## src/ottb_pkg.sv

```systemverilog
// Shared constants, types and helpers of the owner-tagged timer bank.
package ottb_pkg;

    localparam int SLOTS  = 16;
    localparam int SLOT_W = $clog2(SLOTS);
    localparam int CNT_W  = $clog2(SLOTS + 1);

    localparam logic [SLOT_W-1:0] LAST_IDX = SLOT_W'(SLOTS - 1);

    localparam logic [2:0] ACT_CREATE       = 3'd0;
    localparam logic [2:0] ACT_CANCEL_ID    = 3'd1;
    localparam logic [2:0] ACT_CANCEL_OWNER = 3'd2;
    localparam logic [2:0] ACT_TICK_OWNER   = 3'd3;
    localparam logic [2:0] ACT_CLEAR_ALL    = 3'd4;

    localparam logic [1:0] ST_OK        = 2'd0;
    localparam logic [1:0] ST_NOT_FOUND = 2'd1;
    localparam logic [1:0] ST_FULL      = 2'd2;

    typedef struct packed {
        logic [7:0]  owner;
        logic [15:0] remaining;
        logic [15:0] reload;
        logic        periodic;
        logic [31:0] id;
        logic [15:0] tag;
    } t_entry;

    // one write port into the slot table
    typedef struct packed {
        logic [SLOT_W-1:0] idx;
        logic              we_valid;
        logic              valid;
        logic              we_entry;
        logic              we_rem;
        t_entry            entry;
        logic [15:0]       rem;
    } t_slot_wr;

    typedef struct packed {
        logic [1:0]  result_status;
        logic [31:0] result_id;
        logic [15:0] result_tag;
        logic        fired;
        logic [4:0]  removed_count;
        logic        last_result;
    } t_result;

    function automatic logic [4:0] sat_removed(input logic [CNT_W-1:0] c);
        logic [31:0] wide;
        wide = 32'(c);
        if (wide > 32'd31) begin
            return 5'd31;
        end
        return wide[4:0];
    endfunction

endpackage

```

## src/ottb_if.sv

```systemverilog
// Command and result channel interfaces of the timer bank.
interface ottb_cmd_if;
    logic        valid;
    logic        ready;
    logic [2:0]  action;
    logic [7:0]  owner_tag;
    logic [15:0] frames;
    logic [15:0] reload_interval;
    logic        is_periodic;
    logic [15:0] callback_tag;
    logic [31:0] timer_id;

    modport source (
        output valid, action, owner_tag, frames, reload_interval, is_periodic,
               callback_tag, timer_id,
        input  ready
    );
    modport sink (
        input  valid, action, owner_tag, frames, reload_interval, is_periodic,
               callback_tag, timer_id,
        output ready
    );
endinterface

interface ottb_res_if;
    logic        valid;
    logic        ready;
    logic [1:0]  result_status;
    logic [31:0] result_id;
    logic [15:0] result_tag;
    logic        fired;
    logic [4:0]  removed_count;
    logic        last_result;

    modport source (
        output valid, result_status, result_id, result_tag, fired, removed_count,
               last_result,
        input  ready
    );
    modport sink (
        input  valid, result_status, result_id, result_tag, fired, removed_count,
               last_result,
        output ready
    );
endinterface

```

## src/ottb_cmp_unit.sv

```systemverilog
// Shared 32-bit id comparator used by the scan and the min-id search.
module ottb_cmp_unit (
    input  logic [31:0] i_a,
    input  logic [31:0] i_b,
    output logic        o_eq,
    output logic        o_lt
);
    assign o_eq = (i_a == i_b);
    assign o_lt = (i_a < i_b);
endmodule

```

## src/ottb_slot_table.sv

```systemverilog
// Timer slot storage: valid flags plus entry fields, one read and one write port.
module ottb_slot_table (
    input  logic                           i_clk,
    input  logic                           i_rst_n,
    input  logic [ottb_pkg::SLOT_W-1:0]    i_rd_idx,
    output logic                           o_rd_valid,
    output ottb_pkg::t_entry               o_rd_entry,
    input  ottb_pkg::t_slot_wr             i_wr
);
    logic [ottb_pkg::SLOTS-1:0] r_valid;
    ottb_pkg::t_entry           r_entry [ottb_pkg::SLOTS];

    always_ff @(posedge i_clk) begin
        if (!i_rst_n) begin
            r_valid <= '0;
        end else if (i_wr.we_valid) begin
            r_valid[i_wr.idx] <= i_wr.valid;
        end
    end

    always_ff @(posedge i_clk) begin
        if (i_wr.we_entry) begin
            r_entry[i_wr.idx] <= i_wr.entry;
        end else if (i_wr.we_rem) begin
            r_entry[i_wr.idx].remaining <= i_wr.rem;
        end
    end

    assign o_rd_valid = r_valid[i_rd_idx];
    assign o_rd_entry = r_entry[i_rd_idx];
endmodule

```

## src/owner_tagged_timer_bank.sv

```systemverilog
// Owner-tagged countdown timer bank: a sequencer walks the slot table one slot per cycle.
// Every command runs a full scan (S_SCAN) and a finish state (S_FIN); the result goes to
// the output register in S_EMIT, and the next command is taken back in S_IDLE.
// A tick with expiries then runs a min-id search over all slots (S_SORT), a pop (S_POP)
// and S_EMIT for each expiry, in ascending id order; output stalls hold S_EMIT.
// Synchronous active-low reset empties the table, zeroes the id counter, drops results.
module owner_tagged_timer_bank (
    input  logic       i_clk,
    input  logic       i_rst_n,
    ottb_cmd_if.sink   i_cmd,
    ottb_res_if.source o_res
);
    typedef enum logic [2:0] {
        S_IDLE,
        S_SCAN,
        S_FIN,
        S_SORT,
        S_POP,
        S_EMIT
    } t_state;

    t_state                       r_state;
    logic [2:0]                   r_act;
    logic [7:0]                   r_owner;
    logic [15:0]                  r_frames;
    logic [15:0]                  r_reload;
    logic                         r_periodic;
    logic [15:0]                  r_tag;
    logic [31:0]                  r_key;
    logic [31:0]                  r_counter;
    logic [ottb_pkg::SLOT_W-1:0]  r_idx;
    logic                         r_hit;
    logic [ottb_pkg::SLOT_W-1:0]  r_hit_idx;
    logic                         r_free;
    logic [ottb_pkg::SLOT_W-1:0]  r_free_idx;
    logic [15:0]                  r_cap_tag;
    logic [ottb_pkg::CNT_W-1:0]   r_cnt;
    logic [ottb_pkg::SLOTS-1:0]   r_exp;
    logic                         r_best_ok;
    logic [ottb_pkg::SLOT_W-1:0]  r_best_idx;
    ottb_pkg::t_entry             r_best;
    ottb_pkg::t_result            r_res;
    ottb_pkg::t_result            r_out;
    logic                         r_out_valid;

    ottb_pkg::t_result            n_res;
    logic                         n_out_valid;

    logic                         rd_valid;
    ottb_pkg::t_entry             rd_entry;
    ottb_pkg::t_slot_wr           wr;
    logic [31:0]                  cmp_b;
    logic                         cmp_eq;
    logic                         cmp_lt;
    logic [15:0]                  dec_rem;
    logic                         owner_match;

    ottb_slot_table u_table (
        .i_clk      (i_clk),
        .i_rst_n    (i_rst_n),
        .i_rd_idx   (r_idx),
        .o_rd_valid (rd_valid),
        .o_rd_entry (rd_entry),
        .i_wr       (wr)
    );

    ottb_cmp_unit u_cmp (
        .i_a  (rd_entry.id),
        .i_b  (cmp_b),
        .o_eq (cmp_eq),
        .o_lt (cmp_lt)
    );

    assign cmp_b       = (r_state == S_SORT) ? r_best.id : r_key;
    assign dec_rem     = (rd_entry.remaining == 16'd0) ? 16'd0 : rd_entry.remaining - 16'd1;
    assign owner_match = rd_valid && (rd_entry.owner == r_owner);

    always_comb begin
        wr                = '0;
        wr.idx            = r_idx;
        wr.entry.owner    = r_owner;
        wr.entry.remaining = r_frames;
        wr.entry.reload   = r_reload;
        wr.entry.periodic = r_periodic;
        wr.entry.id       = r_key;
        wr.entry.tag      = r_tag;
        wr.rem            = dec_rem;
        case (r_state)
            S_SCAN: begin
                case (r_act)
                    ottb_pkg::ACT_CANCEL_ID: begin
                        if (rd_valid && cmp_eq && !r_hit) begin
                            wr.we_valid = 1'b1;
                        end
                    end
                    ottb_pkg::ACT_CANCEL_OWNER: begin
                        wr.we_valid = owner_match;
                    end
                    ottb_pkg::ACT_CLEAR_ALL: begin
                        wr.we_valid = rd_valid;
                    end
                    ottb_pkg::ACT_TICK_OWNER: begin
                        wr.we_rem = owner_match;
                    end
                    default: ;
                endcase
            end
            S_FIN: begin
                if (r_act == ottb_pkg::ACT_CREATE && (r_hit || r_free)) begin
                    wr.idx      = r_hit ? r_hit_idx : r_free_idx;
                    wr.we_valid = 1'b1;
                    wr.valid    = 1'b1;
                    wr.we_entry = 1'b1;
                end
            end
            S_POP: begin
                wr.idx = r_best_idx;
                if (r_best.periodic) begin
                    wr.we_rem = 1'b1;
                    wr.rem    = r_best.reload;
                end else begin
                    wr.we_valid = 1'b1;
                end
            end
            default: ;
        endcase
    end

    // result built at the end of a scan or for one expiry
    always_comb begin
        n_res             = '0;
        n_res.last_result = 1'b1;
        case (r_state)
            S_FIN: begin
                case (r_act)
                    ottb_pkg::ACT_CREATE: begin
                        if (r_hit || r_free) begin
                            n_res.result_status = ottb_pkg::ST_OK;
                            n_res.result_id     = r_key;
                        end else begin
                            n_res.result_status = ottb_pkg::ST_FULL;
                        end
                    end
                    ottb_pkg::ACT_CANCEL_ID: begin
                        n_res.result_status = r_hit ? ottb_pkg::ST_OK : ottb_pkg::ST_NOT_FOUND;
                        n_res.result_id     = r_key;
                        n_res.result_tag    = r_hit ? r_cap_tag : 16'd0;
                    end
                    ottb_pkg::ACT_CANCEL_OWNER, ottb_pkg::ACT_CLEAR_ALL: begin
                        n_res.removed_count = ottb_pkg::sat_removed(r_cnt);
                    end
                    default: ;
                endcase
            end
            S_POP: begin
                n_res.result_status = ottb_pkg::ST_OK;
                n_res.result_id     = r_best.id;
                n_res.result_tag    = r_best.tag;
                n_res.fired         = 1'b1;
                n_res.last_result   = (r_cnt == ottb_pkg::CNT_W'(1));
            end
            default: ;
        endcase
    end

    always_comb begin
        n_out_valid = r_out_valid && !o_res.ready;
        if (r_state == S_EMIT && (!r_out_valid || o_res.ready)) begin
            n_out_valid = 1'b1;
        end
    end

    always_ff @(posedge i_clk) begin
        if (!i_rst_n) begin
            r_state     <= S_IDLE;
            r_counter   <= '0;
            r_out_valid <= 1'b0;
            r_exp       <= '0;
            r_hit       <= 1'b0;
            r_free      <= 1'b0;
            r_best_ok   <= 1'b0;
            r_cnt       <= '0;
            r_idx       <= '0;
        end else begin
            r_out_valid <= n_out_valid;
            case (r_state)
                S_IDLE: begin
                    if (i_cmd.valid) begin
                        r_act      <= i_cmd.action;
                        r_owner    <= i_cmd.owner_tag;
                        r_frames   <= i_cmd.frames;
                        r_reload   <= i_cmd.reload_interval;
                        r_periodic <= i_cmd.is_periodic;
                        r_tag      <= i_cmd.callback_tag;
                        r_key      <= (i_cmd.action == ottb_pkg::ACT_CREATE) ?
                                      r_counter + 32'd1 : i_cmd.timer_id;
                        r_idx      <= '0;
                        r_hit      <= 1'b0;
                        r_free     <= 1'b0;
                        r_cnt      <= '0;
                        r_exp      <= '0;
                        r_state    <= S_SCAN;
                    end
                end
                S_SCAN: begin
                    case (r_act)
                        ottb_pkg::ACT_CREATE: begin
                            if (rd_valid && cmp_eq && !r_hit) begin
                                r_hit     <= 1'b1;
                                r_hit_idx <= r_idx;
                            end
                            if (!rd_valid && !r_free) begin
                                r_free     <= 1'b1;
                                r_free_idx <= r_idx;
                            end
                        end
                        ottb_pkg::ACT_CANCEL_ID: begin
                            if (rd_valid && cmp_eq && !r_hit) begin
                                r_hit     <= 1'b1;
                                r_cap_tag <= rd_entry.tag;
                            end
                        end
                        ottb_pkg::ACT_CANCEL_OWNER: begin
                            if (owner_match) begin
                                r_cnt <= r_cnt + 1'b1;
                            end
                        end
                        ottb_pkg::ACT_CLEAR_ALL: begin
                            if (rd_valid) begin
                                r_cnt <= r_cnt + 1'b1;
                            end
                        end
                        ottb_pkg::ACT_TICK_OWNER: begin
                            // expired count doubles as the number of results to deliver
                            if (owner_match && dec_rem == 16'd0) begin
                                r_exp[r_idx] <= 1'b1;
                                r_cnt        <= r_cnt + 1'b1;
                            end
                        end
                        default: ;
                    endcase
                    if (r_idx == ottb_pkg::LAST_IDX) begin
                        r_state <= S_FIN;
                    end else begin
                        r_idx <= r_idx + 1'b1;
                    end
                end
                S_FIN: begin
                    r_res <= n_res;
                    if (r_act == ottb_pkg::ACT_CREATE && (r_hit || r_free)) begin
                        r_counter <= r_key;
                    end
                    if (r_act == ottb_pkg::ACT_TICK_OWNER && r_cnt != '0) begin
                        r_idx     <= '0;
                        r_best_ok <= 1'b0;
                        r_state   <= S_SORT;
                    end else begin
                        r_state   <= S_EMIT;
                    end
                end
                S_SORT: begin
                    // ids are unique in the table, so a strict compare finds the minimum
                    if (r_exp[r_idx] && (!r_best_ok || cmp_lt)) begin
                        r_best_ok  <= 1'b1;
                        r_best_idx <= r_idx;
                        r_best     <= rd_entry;
                    end
                    if (r_idx == ottb_pkg::LAST_IDX) begin
                        r_state <= S_POP;
                    end else begin
                        r_idx <= r_idx + 1'b1;
                    end
                end
                S_POP: begin
                    r_exp[r_best_idx] <= 1'b0;
                    r_res             <= n_res;
                    r_cnt             <= r_cnt - 1'b1;
                    r_state           <= S_EMIT;
                end
                S_EMIT: begin
                    if (!r_out_valid || o_res.ready) begin
                        r_out <= r_res;
                        if (r_res.last_result) begin
                            r_state <= S_IDLE;
                        end else begin
                            r_idx     <= '0;
                            r_best_ok <= 1'b0;
                            r_state   <= S_SORT;
                        end
                    end
                end
                default: begin
                    r_state <= S_IDLE;
                end
            endcase
        end
    end

    assign i_cmd.ready         = (r_state == S_IDLE);
    assign o_res.valid         = r_out_valid;
    assign o_res.result_status = r_out.result_status;
    assign o_res.result_id     = r_out.result_id;
    assign o_res.result_tag    = r_out.result_tag;
    assign o_res.fired         = r_out.fired;
    assign o_res.removed_count = r_out.removed_count;
    assign o_res.last_result   = r_out.last_result;
endmodule

```

## src/flat_wrapper.sv

```systemverilog
// flat-port wrapper written by rule: the top's interface ports become plain ports
module owner_tagged_timer_bank_flat 
  (i_clk, i_rst_n, i_cmd_valid, i_cmd_action, i_cmd_owner_tag, i_cmd_frames, i_cmd_reload_interval, i_cmd_is_periodic, i_cmd_callback_tag, i_cmd_timer_id, i_cmd_ready, o_res_valid, o_res_result_status, o_res_result_id, o_res_result_tag, o_res_fired, o_res_removed_count, o_res_last_result, o_res_ready);
  ottb_cmd_if i_cmd_i ();
  ottb_res_if o_res_i ();
  input  logic i_clk;
  input  logic i_rst_n;
  input wire logic [$bits(i_cmd_i.valid)-1:0] i_cmd_valid;
  input wire logic [$bits(i_cmd_i.action)-1:0] i_cmd_action;
  input wire logic [$bits(i_cmd_i.owner_tag)-1:0] i_cmd_owner_tag;
  input wire logic [$bits(i_cmd_i.frames)-1:0] i_cmd_frames;
  input wire logic [$bits(i_cmd_i.reload_interval)-1:0] i_cmd_reload_interval;
  input wire logic [$bits(i_cmd_i.is_periodic)-1:0] i_cmd_is_periodic;
  input wire logic [$bits(i_cmd_i.callback_tag)-1:0] i_cmd_callback_tag;
  input wire logic [$bits(i_cmd_i.timer_id)-1:0] i_cmd_timer_id;
  output wire logic [$bits(i_cmd_i.ready)-1:0] i_cmd_ready;
  output wire logic [$bits(o_res_i.valid)-1:0] o_res_valid;
  output wire logic [$bits(o_res_i.result_status)-1:0] o_res_result_status;
  output wire logic [$bits(o_res_i.result_id)-1:0] o_res_result_id;
  output wire logic [$bits(o_res_i.result_tag)-1:0] o_res_result_tag;
  output wire logic [$bits(o_res_i.fired)-1:0] o_res_fired;
  output wire logic [$bits(o_res_i.removed_count)-1:0] o_res_removed_count;
  output wire logic [$bits(o_res_i.last_result)-1:0] o_res_last_result;
  input wire logic [$bits(o_res_i.ready)-1:0] o_res_ready;
  assign i_cmd_i.valid = i_cmd_valid;
  assign i_cmd_i.action = i_cmd_action;
  assign i_cmd_i.owner_tag = i_cmd_owner_tag;
  assign i_cmd_i.frames = i_cmd_frames;
  assign i_cmd_i.reload_interval = i_cmd_reload_interval;
  assign i_cmd_i.is_periodic = i_cmd_is_periodic;
  assign i_cmd_i.callback_tag = i_cmd_callback_tag;
  assign i_cmd_i.timer_id = i_cmd_timer_id;
  assign i_cmd_ready = i_cmd_i.ready;
  assign o_res_valid = o_res_i.valid;
  assign o_res_result_status = o_res_i.result_status;
  assign o_res_result_id = o_res_i.result_id;
  assign o_res_result_tag = o_res_i.result_tag;
  assign o_res_fired = o_res_i.fired;
  assign o_res_removed_count = o_res_i.removed_count;
  assign o_res_last_result = o_res_i.last_result;
  assign o_res_i.ready = o_res_ready;
  owner_tagged_timer_bank u_core (.i_clk(i_clk), .i_rst_n(i_rst_n), .i_cmd(i_cmd_i), .o_res(o_res_i));
endmodule
```

## config.mk

```make
export PLATFORM = sky130hd
export DESIGN_NAME = owner_tagged_timer_bank_flat
export DESIGN_NICKNAME = d
export VERILOG_FILES = /design/src/ottb_pkg.sv /design/src/ottb_if.sv /design/src/ottb_cmp_unit.sv /design/src/ottb_slot_table.sv /design/src/owner_tagged_timer_bank.sv /design/src/flat_wrapper.sv
export SDC_FILE = /design/constraint.sdc
export NUM_CORES = 2
export LEC_CHECK = 0
export BUFFER_PORTS_ARGS = -buffer_cell sky130_fd_sc_hd__buf_2
export CAP_MARGIN = 30
export CORE_ASPECT_RATIO = 1.25
export CORE_UTILIZATION = 35
export CTS_CLUSTER_DIAMETER = 50
export DETAILED_ROUTE_END_ITERATION = 10
export SLEW_MARGIN = 20
export SYNTH_ARGS = -nofsm -noshare
export SYNTH_HDL_FRONTEND = slang
export SYNTH_HIERARCHICAL = 1
export SYNTH_SLANG_ARGS = --single-unit
```

## constraint.sdc

```tcl
create_clock -name i_clk -period 5.3 [get_ports i_clk]
set_clock_uncertainty 0.05 [all_clocks]
set_input_delay 0 -clock i_clk [delete_from_list [all_inputs] [get_ports i_clk]]
set_output_delay 0 -clock i_clk [all_outputs]
set_load 0.03 [all_outputs]
```

* Word level (Yosys, flattened, before mapping) *
Memories as Yosys holds them, arrays and structs flattened. A register that Yosys moved wholly into a read port is not among the register bits.
Index checks and enable logic that the tools add are counted.

word-level totals
  memory bits (read-only) = 0
  bits of input ports = 96
  RAM bits = 1424
  latch bits = 0
  word-level logic and storage cells = 216
  memories kept = 1
  register bits = 379

operators by class
  reduce and logical (&&, ||, !) cells = 52
  $lt $le $gt $ge = 7
  add/subtract/negate cells = 5
  equal/unequal tests = 31
  shift-type cells = 0
  $mul = 0
  mux-type cells = 79
  div/mod/pow operators = 0
  bitwise operators = 4

memories
  name                    depth  bits a word  rd ports  clocked after Yosys merged registers in  wr ports  line                   source
  u_core.u_table.r_entry  16     89           1         1                                        1         ottb_slot_table.sv:11  ottb_pkg::t_entry r_entry [ottb_pkg::SLOTS];

operators with widths
  operator                                                                      count
  16-bit 2-to-1 mux                                                             9
  32-bit 2-to-1 mux                                                             3
  34-bit one-hot mux with 2 select lines                                        1
  48-bit 2-to-1 mux                                                             1
  16-bit one-hot mux with 3 select lines                                        1
  32-bit by 1-bit adder with 32-bit output, second input constant               1
  32-bit == test                                                                1
  16-bit logical NOT                                                            2
  32-bit less-than comparator                                                   1
  4-bit 2-to-1 mux                                                              8
  5-bit one-hot mux with 3 select lines                                         2
  4-bit AND reduction                                                           7
  1-bit 2-to-1 mux                                                              26
  5-bit 2-to-1 mux                                                              4
  3-bit one-hot mux with 6 select lines                                         1
  16-bit AND                                                                    1
  16-bit bitwise mux                                                            1
  16-bit NOT                                                                    1
  16-bit OR                                                                     1
  4-bit one-hot mux with 4 select lines                                         1
  16-bit by 1-bit subtractor with 16-bit output, second input constant          1
  4-bit by 5-bit less-than comparator with 1-bit output, second input constant  3
  3-bit 2-to-1 mux                                                              5
  2-bit by 1-bit inequality test with 1-bit output, second input constant       7
  34 further kinds                                                              89

* Logic depth before layout (Yosys ltp) *
  word-level depth = 9
  depth in mapped cells = 23
  mapped depth without buffers = 20

* By module *
The synthesis kept the hierarchy.

modules (own cells, without submodules)
  module                   cells each  area an instance (um^2)  times used
  ottb_slot_table          2349        54404.7                  1
  owner_tagged_timer_bank  1210        15442.3                  1
  ottb_cmp_unit            115         808.3                    1

* Worst setup path after synthesis *
Ideal clock, no wire load.

  path kind = register -> register
  from = reg u_core.r_state[1]
  to = reg u_core.r_act[0] (enable)
  path slack = -786 ps
  buffers on the path = 2
  period minus slack after synthesis = 6086 ps
  data arrival time = 5492 ps
  cell stages (with the launch flop) = 6
  cells stage by stage = dfxtp_1 > clkbuf_1 > clkbuf_1 > nor3_1 > nand2_1 > nor2_1

on the way
  longest elaborated chain between the ends = 2

ends and longest elaborated chain
  item                           line                            source
  start: declaration             owner_tagged_timer_bank.sv:22   t_state r_state;
  start signal: assignment       owner_tagged_timer_bank.sv:175  r_state <= S_IDLE;
  start signal: assignment       owner_tagged_timer_bank.sv:202  r_state <= S_SCAN;
  start signal: assignment       owner_tagged_timer_bank.sv:243  r_state <= S_FIN;
  3-bit logical NOT              --
  via i_cmd_ready                flat_wrapper.sv:16              output wire logic [$bits(i_cmd_i.ready)-1:0] i_cmd_ready;
  3-bit AND reduction (no line)  --
  end signal: assignment         owner_tagged_timer_bank.sv:189  r_act <= i_cmd.action;
  end: declaration               owner_tagged_timer_bank.sv:23   logic [2:0] r_act;

The timed path passes the listed nets, and every way through them passes these cells.
A chain may end at the register's enable or synchronous reset.

* Worst setup path after layout *
  from = reg u_core/r_idx[0] in the netlist's numbering
  to = reg u_core/r_exp[1] in the netlist's numbering

on the way
  longest elaborated chain between the ends = 8
  elaborated cells on any way between the ends = 15

ends and longest elaborated chain
  item                                                                                                                                                         line                            source
  start: declaration                                                                                                                                           owner_tagged_timer_bank.sv:31   logic [ottb_pkg::SLOT_W-1:0] r_idx;
  start signal: assignment                                                                                                                                     owner_tagged_timer_bank.sv:245  r_idx <= r_idx + 1'b1;
  start signal: assignment                                                                                                                                     owner_tagged_timer_bank.sv:271  r_idx <= r_idx + 1'b1;
  4-bit by 5-bit less-than comparator with 1-bit output (implied by the code) or 4-bit by 1-bit greater-or-equal comparator with 1-bit output (tied branches)  owner_tagged_timer_bank.sv:236  r_exp[r_idx] <= 1'b1;
  1-bit logical AND (implied by the code)                                                                                                                      owner_tagged_timer_bank.sv:236
  1-bit 2-to-1 mux (implied by the code)                                                                                                                       owner_tagged_timer_bank.sv:236
  1-bit demux with 4-bit select                                                                                                                                --
  16-bit OR (no line)                                                                                                                                          --
  16-bit 2-to-1 mux                                                                                                                                            owner_tagged_timer_bank.sv:235  if (owner_match && dec_rem == 16'd0) begin
  16-bit 2-to-1 mux                                                                                                                                            owner_tagged_timer_bank.sv:206  case (r_act)
  16-bit one-hot mux with 3 select lines                                                                                                                       owner_tagged_timer_bank.sv:186  case (r_state)
  end signal: assignment                                                                                                                                       owner_tagged_timer_bank.sv:178  r_exp <= '0;
  end signal: assignment                                                                                                                                       owner_tagged_timer_bank.sv:201  r_exp <= '0;
  end signal: indexed assignment                                                                                                                               owner_tagged_timer_bank.sv:236
  end: declaration                                                                                                                                             owner_tagged_timer_bank.sv:38   logic [ottb_pkg::SLOTS-1:0] r_exp;

Parallel ways exist; a longest one is shown, timed or not. The select of a mux whose other input is x is not followed.

==> flow_summary.ini <==
[global_route]
overflow = 0
first_global_vias = 38200
use_met3 = 0.0282
grt_use_met1 = 0.249
grtUsageMet2 = 0.292
global_route.usage.total = 0.180
first_pass_grt_wire_length_um = 267000
maximum_number_of_pins_on_one_net_before_global_route_repair = 100
grt_antenna_before_repair = 7
most_used_layer_global_route = met2

[yosys]
synth_xor_area_frac = 0.00657
synthesis.area_sq_mm = 0.0707
syn-mean-instance-area_sq_um = 19.2
post_synth_and_or_nand_nor_area_fraction = 0.0374
ys_dominant_reg_cell = sky130_fd_sc_hd__edfxtp_1
ys_seq_elements = 1803
postSynthNetCount = 3812
synth_largest_type_area_fraction = 0.732
yosys.area.top_type = sky130_fd_sc_hd__edfxtp_1
netlist_top_cells_count = sky130_fd_sc_hd__edfxtp_1, sky130_fd_sc_hd__mux4_2, sky130_fd_sc_hd__nand2_1
synthesis.instances = 3674
ys_seq_area_frac = 0.755
synth-adder-area-share = 0.00744
synth.most_common_cell = sky130_fd_sc_hd__edfxtp_1
synth.area.mux_share = 0.126
synth_top_family_by_area = multiplexers
yosysWarnings = 6
synth_cell_type_count = 79
synth.area.top_cells = sky130_fd_sc_hd__edfxtp_1, sky130_fd_sc_hd__mux4_2, sky130_fd_sc_hd__dfxtp_1
synth_area_in_compound_gates = 0.0498
synth_edf_count = 1723
synthArstFlopShare = 0

[final_layout]
layout.nets = 4291
layout.core_utilization = 0.420
layout-drive-gt1-share = 0.251
flow.area_growth_from_synthesis_pct = 19.3
filler_cell_count = 17700

[floorplanning]
top_level_ports = 155
dieArea_sq_mm = 0.204
fp.dieH_um = 504
start_util = 0.352
rows = 184
core_sq_mm = 0.201
die_width_um = 404

[drt]
drt_drc_violations_left = 0
routed-via-count = 37700
ant_nets = 0
drt_first_iter_violations = 3920
route.detailed.wl_per_inst_um = 26.2
drt-total-wl_um = 184000
number_of_detailed_routing_iterations_run_before_antenna_repair = 6
route.detailed.vias_per_inst = 5.37

[setup_path]
critical_path_buf_inv_count = 2
worst_ep_required_time_ns = 5.95
worst_path_dominant_cell_family = simple AND/OR/NAND/NOR gates
timing.critical_path.cells = buf_12, buf_4, mux4_2, a22oi_1, nand2_1, nor4_4, and2_4, nand4b_1, xnor2_1, o41a_1, or4_4, a21oi_4, mux2i_1
setup.worst_path.class = reg -> reg
worst-path-max-fanout = 19
cpMaxStageDelayCell = sky130_fd_sc_hd__or4_4
slowest_delay_ns = 0.64
cp.arrival_ns = 5.69
worstSetupStartpointType = register
end_kind = register

[pwr]
comb_power_share = 0.059
power.net_switching_mw = 6.83
power_density_mw_per_mm2 = 370
pwr-share-seq = 0.507
peakVddDrop_mv = 0.327
internal_power_of_the_cells_mw = 24.4
relative_contribution_of_the_clock_network_to_total_power = 0.435
p_leak_nw = 26.6
switching_share = 0.219

[sta]
rsz0062_at_grt = false
layout_min_cycle_time_ns = 5.04
maxClockFrequency_mhz = 199
report.final.slew_viol_count = 0
fin_crit_sh = 0.951
timing.setup.tns_ns = 0
slew_of_the_pin_with_the_lowest_slew_margin_ns = 0.985
hold_violations = 0
worst_slew_margin_rel = 0.343
number_of_setup_violations_in_the_final_report = 0

[clock_network]
cts_sinks = 1803
cts_made_buffers = 188
postCtsSetupRepairBufs = 0
cts_tree = built
clk_transition_reported_paths_ns = 0.07
htree_levels = 4
cts_max_path_bufs = 3
clk-insertion-delay-late_ns = 0.85
ctsRootBufferMaster = sky130_fd_sc_hd__clkbuf_16

[placed_design]
buffer_ports.inserted = 154
dpl.hpwl_um = 106000
gp_routability_congestion = 0.849

[run]
max_cap_viol_count = 0

[status]
outcome = finished clean

[hold_path]
worst_min_path_class = in -> reg
-- layer usage --
| layer | vias to the layer above | share of wire |
|---|---|---|
| met2 | 1437 | 0.49 |
| li1 | 16000 | - |
| met3 | 266 | 0.063 |
| met5 | - | 0.000081 |
| met4 | 4 | 0.024 |
| met1 | 20000 | 0.43 |
-- layout make-up --
type | count | area, sq um | area share
Clock inverter | 118 | 1470 | 0.0174
Tap cell | 2697 | 3370 | 0.0400
Multi-Input combinational cell | 1593 | 16300 | 0.193
Inverter | 61 | 230 | 0.00273
Sequential cell | 1803 | 53300 | 0.633
Timing Repair Buffer | 506 | 4620 | 0.0548
Clock buffer | 234 | 4960 | 0.0588
Antenna cell | 2 | 5.00 | 0.0000594
-- kinds of logic (layout without fill, tap and decap cells) --
logic type,after synthesis,in the layout
other cells,0,2
compound gates,507,507
fa+ha+maj,42,42
mux,429,429
flops,1803,1803
buf+inv,278,919
xor+xnor,53,53
simple gates,562,562
-- cell usage in the layout, fill, tap and decap left out, types with 9 or more instances in the layout --
cell	synthesis	final
sky130_fd_sc_hd__edfxtp_1	1723	1723
sky130_fd_sc_hd__mux4_2	365	365
sky130_fd_sc_hd__nand2_1	255	254
sky130_fd_sc_hd__clkbuf_16	0	188
sky130_fd_sc_hd__a22oi_1	182	182
sky130_fd_sc_hd__dlygate4sd3_1	0	181
sky130_fd_sc_hd__buf_2	34	154
sky130_fd_sc_hd__a21oi_1	132	132
sky130_fd_sc_hd__nor2_1	117	114
sky130_fd_sc_hd__buf_4	25	112
sky130_fd_sc_hd__dfxtp_1	80	78
sky130_fd_sc_hd__inv_1	59	58
sky130_fd_sc_hd__buf_12	0	55
sky130_fd_sc_hd__a22o_1	50	50
sky130_fd_sc_hd__mux2_2	50	50
sky130_fd_sc_hd__ha_1	42	42
sky130_fd_sc_hd__clkbuf_1	115	38
sky130_fd_sc_hd__nand4_1	31	31
sky130_fd_sc_hd__clkinv_2	0	30
sky130_fd_sc_hd__clkinv_1	1	30
sky130_fd_sc_hd__o21ai_0	30	30
sky130_fd_sc_hd__xnor2_1	28	28
sky130_fd_sc_hd__xor2_1	25	25
sky130_fd_sc_hd__nand3_1	24	24
sky130_fd_sc_hd__bufinv_16	0	22
sky130_fd_sc_hd__nor3_1	22	18
sky130_fd_sc_hd__and3_4	0	17
sky130_fd_sc_hd__mux2i_1	14	14
sky130_fd_sc_hd__o31ai_1	14	14
sky130_fd_sc_hd__o22ai_1	13	13
sky130_fd_sc_hd__a31oi_1	12	12
sky130_fd_sc_hd__and3_1	29	12
sky130_fd_sc_hd__and2_1	12	11
sky130_fd_sc_hd__nor2b_1	13	11
sky130_fd_sc_hd__a211oi_1	10	10
sky130_fd_sc_hd__o211ai_1	10	10
sky130_fd_sc_hd__a31o_2	10	10
sky130_fd_sc_hd__nand4b_1	9	9
-- registers in the layout (all words and copies together) (netlist names), 8 cells and up --
signal and count:
u_core/r_reload 16, u_core/r_owner 8, u_core/r_counter 32, u_core/u_table/r_valid 16, u_core/o_res.result_id 32, u_core/r_tag 16
u_core/r_key 32, u_core/r_cap_tag 16, u_core/r_exp 16, u_core/o_res.result_tag 16, u_core/r_best 65, u_core/u_table/r_entry 1424
u_core/r_res 57, u_core/r_frames 16
-- power groups by stage --
stage	combinational (mW)	clock, mW	sequential (mW)
after detailed placement	1.74	0	16.1
after global placement	1.72	0	16.1
after global routing	1.99	14.3	15.8
after floorplan	1.24	0	16.1
after CTS	1.85	13.8	15.8
final	1.84	13.6	15.8
-- stage by stage --
stage,total power [mW],hold WS (ns),instance area [sq um],cells,setup slack (ns)
after floorplan,17.3,0.0489,70700,3674,0.446
after global placement,17.8,0.128,75900,6475,0.120
after detailed placement,17.8,0.128,76000,6478,0.131
after CTS,31.5,0.000988,84200,7011,0.0718
after global routing,32.1,0.0159,84300,7013,0.00170
final,31.2,0.0249,84300,7014,0.262
-- worst paths after layout --
| path | slack, ns | cells after the start | to | from |
|---|---|---|---|---|
| setup reg to reg | 0.26 | 13 | u_core/r_exp[1] | u_core/r_idx[0] |
| hold reg to reg | 0.36 | 0 | u_core/o_res.result_id[14] | u_core/r_res[37] |
| setup / recovery | 0.26 | 13 | u_core/r_exp[1] | u_core/r_idx[0] |
| hold / removal | 0.02 | 2 | u_core/r_owner[5] | i_cmd_owner_tag[5] |
-- timing repair --
item / in CTS / in global routing
endpoints found under the setup margin: 0 / 130
resized for setup: 0 / 5
hold endpoints to repair: 217 / 0
hold buffers: 181 / 0
Power figures use the tool's default switching activity.
